--- config.mk ---
export PLATFORM = sky130hd
export DESIGN_NAME = wcx_scan
export DESIGN_NICKNAME = d
export VERILOG_FILES = /design/src/design/wcx_pkg.sv /design/src/design/wcx_scan.sv
export SDC_FILE = /design/constraint.sdc
export NUM_CORES = 1
export LEC_CHECK = 0
export CORE_UTILIZATION = 50
export CTS_BUF_LIST = sky130_fd_sc_hd__clkbuf_2 sky130_fd_sc_hd__clkbuf_4 sky130_fd_sc_hd__clkbuf_8
export DETAILED_ROUTE_END_ITERATION = 10
export DONT_BUFFER_PORTS = 1
export GPL_ROUTABILITY_DRIVEN = 0
export PLACE_DENSITY_LB_ADDON = 0.3
export SLEW_MARGIN = 20
export SYNTH_ARGS = -nofsm -noshare
export SYNTH_HDL_FRONTEND = slang
export SYNTH_SLANG_ARGS = --single-unit
--- constraint.sdc ---
create_clock -name clock -period 4.2 [get_ports clock]
set_input_delay 0.21 -clock clock [delete_from_list [all_inputs] [get_ports clock]]
set_output_delay 0.21 -clock clock [all_outputs]
set_load 0.02 [all_outputs]
--- src/design/wcx_pkg.sv ---
`timescale 1ns / 1ps
// Shared types and constants for the window coverage extremes block.
// No dependencies; used by wcx_scan and window_coverage_extremes_core.
package wcx_pkg;

   // width of positions, lengths and start indexes on the ports
   localparam int FIELD_W = 13;
   localparam int REQ_DATA_W = 32;
   localparam int RSP_DATA_W = 32;
   localparam int CSR_IDX_W = 2;

   // item kinds carried in req_tuser
   localparam logic ACT_ADD = 1'b0;
   localparam logic ACT_FINISH = 1'b1;

   // configuration register indexes
   localparam logic [CSR_IDX_W-1:0] REG_TRACK = 2'd0;
   localparam logic [CSR_IDX_W-1:0] REG_WINDOW = 2'd1;

   // configuration values after reset
   localparam logic [FIELD_W-1:0] TRACK_RESET = 13'd4096;
   localparam logic [FIELD_W-1:0] WINDOW_RESET = 13'd1;

   // control from the sequencer to the scan unit
   typedef struct packed {
      logic clear;   // new job: zero the running sum and answers
      logic take;    // read data belongs to a window start in range
      logic first;   // that start is start 1
   } scan_ctl_type;

endpackage

--- src/design/wcx_scan.sv ---
`timescale 1ns / 1ps
// Prefix-sum scan unit: accumulates difference entries and keeps the
// first maximum and first minimum start. Depends on wcx_pkg.
module wcx_scan #(
   parameter int DW = 17
) (
   input  logic                        clock,
   input  logic                        reset,
   input  wcx_pkg::scan_ctl_type       ctl,
   input  logic [wcx_pkg::FIELD_W-1:0] pos,
   input  logic [DW-1:0]               data,
   output logic [wcx_pkg::FIELD_W-1:0] best_start,
   output logic [wcx_pkg::FIELD_W-1:0] worst_start
);
   import wcx_pkg::*;

   logic signed [DW-1:0] run_ff;
   logic signed [DW-1:0] max_ff;
   logic signed [DW-1:0] min_ff;
   logic [FIELD_W-1:0]   best_ff;
   logic [FIELD_W-1:0]   worst_ff;
   logic signed [DW-1:0] run_in;
   logic                 new_max;
   logic                 new_min;

   // next running sum and strict comparisons against the extremes
   always_comb begin
      run_in = run_ff + $signed(data);
      new_max = ctl.first || (run_in > max_ff);
      new_min = ctl.first || (run_in < min_ff);
   end

   always_ff @(posedge clock) begin
      if (reset) begin
         run_ff <= '0;
         best_ff <= '0;
         worst_ff <= '0;
      end else if (ctl.clear) begin
         run_ff <= '0;
         best_ff <= '0;
         worst_ff <= '0;
      end else if (ctl.take) begin
         run_ff <= run_in;
         if (new_max) begin
            best_ff <= pos;
         end
         if (new_min) begin
            worst_ff <= pos;
         end
      end
   end

   // extreme values: payload only, meaningful once a start was taken
   always_ff @(posedge clock) begin
      if (ctl.take && new_max) begin
         max_ff <= run_in;
      end
      if (ctl.take && new_min) begin
         min_ff <= run_in;
      end
   end

   assign best_start = best_ff;
   assign worst_start = worst_ff;

endmodule

==> impl_metrics.ini <==
[power_and_ir_drop]
ir_drop_v = 0.000208
pwr_density_cell_nw_per_um2 = 409
finalPower_mw = 2.01
cellLeakagePower_nw = 2.19

[layout]
n_fill_cell = 773
drive_gt1_share_pct = 6.58
multi_input_area_um2 = 2420
n_antenna_cell = 0
area.sequential_um2 = 1880
fin_nets = 566
area_delta_synth_final_pct = 8.11

[sta]
worstMarginPinSlew_ns = 1.07
final_max_slew_viol_count = 0
setup_viol = 0
finalHoldViolCount = 0
rsz0062_at_grt = no
fin_skew_ns = 0.0156
maxSlewHeadroom_pct = 28.4
max_freq_mhz = 258
fin_tns_setup_ns = 0
finalCriticalPeriod_ns = 3.88
worst_slack_ns = 0.322
period_share_pct = 92.3

[clocking]
cts_max_path_buffers = 2
cts_buffers = 9
cts_resized = 0
tritoncts = yes
cts-root-buf = clkbuf_8
ctsHoldBuffers = 1
clkSlewWorstSetupHoldPaths_ns = 0.10
clk_latency_ns = 0.36
clock-sinks = 77
cts_htree_levels = 3
cts_setup_buffers = 0

[setup_path]
crit_path_end_kind = flip-flop
startpoint_type = flip-flop
crit_chain = ha_1, inv_1, fa_1, nor2b_1, o31a_1, o21ba_2, or3_1, and2_1, ha_1, nand4_1, o311ai_0, o31a_1, buf_12
slowest_delay_ns = 0.46
critPathMaxFanout = 25
path_class = reg -> reg
cp.arrival_ns = 3.93
critPathSlowestCell = o311ai_0
required_ns = 4.26

[run_status]
status = finished clean

[synthesis]
synth_fp_nets = 563
synth_commonest_cells = nand2_1 (66), ha_1 (49), dfxtp_1 (43)
seq_area_frac_synth_pct = 41.5
syn-cell-area_um2 = 4540
post_synth.cell_area_avg_um2 = 9.49
synth_top_area_cell = edfxtp_1
synth.distinct_cells = 56
ys_seq_elements = 77
yosys.area.top_type_share_pct = 22.5
synth-main-ff-cell = dfxtp_1
ys_async_sr_fraction_pct = 0
yosys_warnings = 0
synth_enable_flop_cells = 34
synth_most_common_cell = nand2_1
synth_area_leaders = edfxtp_1 (23%), dfxtp_1 (19%), ha_1 (14%)
netlist_instances = 478

[placement]
portBuffers = 0
dp_slack_ns = 0.357
hpwl_um = 7380

[job]
cap_violations = 0

[routing]
drt_iter0_drc = 169
via_per_inst = 5.86
postRouteAntennaNets = 0
wl_per_cell_um = 16.9
firstDrtPassIters = 4
routed-via-count = 3478
drt_wl_total_um = 10000
remaining_drc_errors = 0

[die]
die_area_um2 = 9460
start_util_pct = 51.8
rows = 34
die_height_um = 97.2
io-pin-count = 61
core_area_um2 = 8760
dieWidth_um = 97.2

[global_route]
grt-ovfl-total = 0
grt_max_degree = 54
grt_pass1_wl_um = 16700
grt_pass1_vias = 3546
antenna_found_initial = 0
grt_usage_pct = 21.9

[min_path]
hold_path.class = in -> reg
==> layout make-up <==
type	count	area share [%]
clock buffers	9	2.53
flip-flops and latches	77	38.4
repair buffers	10	1.84
inverters	44	3.37
clock inverters	7	1.81
well taps	108	2.76
multi-input cells	339	49.3
==> placed cells by master (no fill, tap or decap), drive strengths merged, types with 2 or more instances in the layout <==
master  count
nand2      66
ha         49
inv        48
dfxtp      43
edfxtp     34
mux2i      32
a21oi      27
nor2       24
o21ai      16
nor3       13
a21o       12
nand3      11
clkbuf      9
buf         9
o21a        8
nor2b       7
xnor2       7
nand4       6
or3         5
o211ai      5
xor2        5
and3        4
o31a        4
nand3b      4
a31oi       4
o31ai       3
o2111a      2
a31o        2
a311o       2
==> layer usage <==
metal	vias up	wire length [um]	track usage (%)
met5	-	0	0
met1	1643	4410	26.1
li1	1718	-	-
met3	20	542	4.60
met2	97	4880	38.5
met4	0	218	8.94
==> power by group <==
group	internal (mW)	switching, mW
Combinational	0.193	0.285
Clock	0.290	0.319
Sequential	0.877	0.0418
==> through the flow <==
step | cells | hold slack, ns | area, um^2 | utilization [%]
6_report | 594 | 0.00563 | 4900 | 56.0
5_1_grt | 594 | 0.00434 | 4900 | 56.0
4_1_cts | 594 | 0.00175 | 4900 | 56.0
3_5_place_dp | 577 | 0.327 | 4680 | 53.4
3_3_place_gp | 577 | 0.316 | 4680 | 53.4
2_1_floorplan | 478 | 0.372 | 4540 | -
==> flip-flops by register name, summed over array words and instances (netlist names) <==
| name | count |
|---|---|
| max_ff | 17 |
| min_ff | 17 |
| run_ff | 17 |
| best_start | 13 |
| worst_start | 13 |
==> critical path: cells and delay by family, from the launching register on <==
kind	cells	cell delay, ns
fa+ha+maj	3	0.70
buf+inv	2	0.32
compound gates	4	1.45
flops	1	0.33
simple gates	4	0.77
==> final timing paths <==
kind	start	endpoint	slack (ns)	cells past startpoint
worst max register to register	run_ff[0]$_SDFFE_PP0P_	max_ff[8]$_DFFE_PP_	0.32	13
worst min-delay path	pos[8]	worst_start[8]$_SDFFE_PP0P_	0.006	2
worst max-delay path	run_ff[0]$_SDFFE_PP0P_	max_ff[8]$_DFFE_PP_	0.32	13
worst min register to register	run_ff[8]$_SDFFE_PP0P_	run_ff[8]$_SDFFE_PP0P_	0.48	2
==> logic make-up after synthesis <==
group                      share of synthesized area (%)
DFF                                                 41.5
AOI/OAI and AO/OA                                   14.7
buffers and inverters                               5.35
adders and majority gates                           14.0
xor gates and xnor gates                            2.32
and+or+nand+nor                                     15.1
muxes                                               7.06
(Power assumes the default switching activity.)
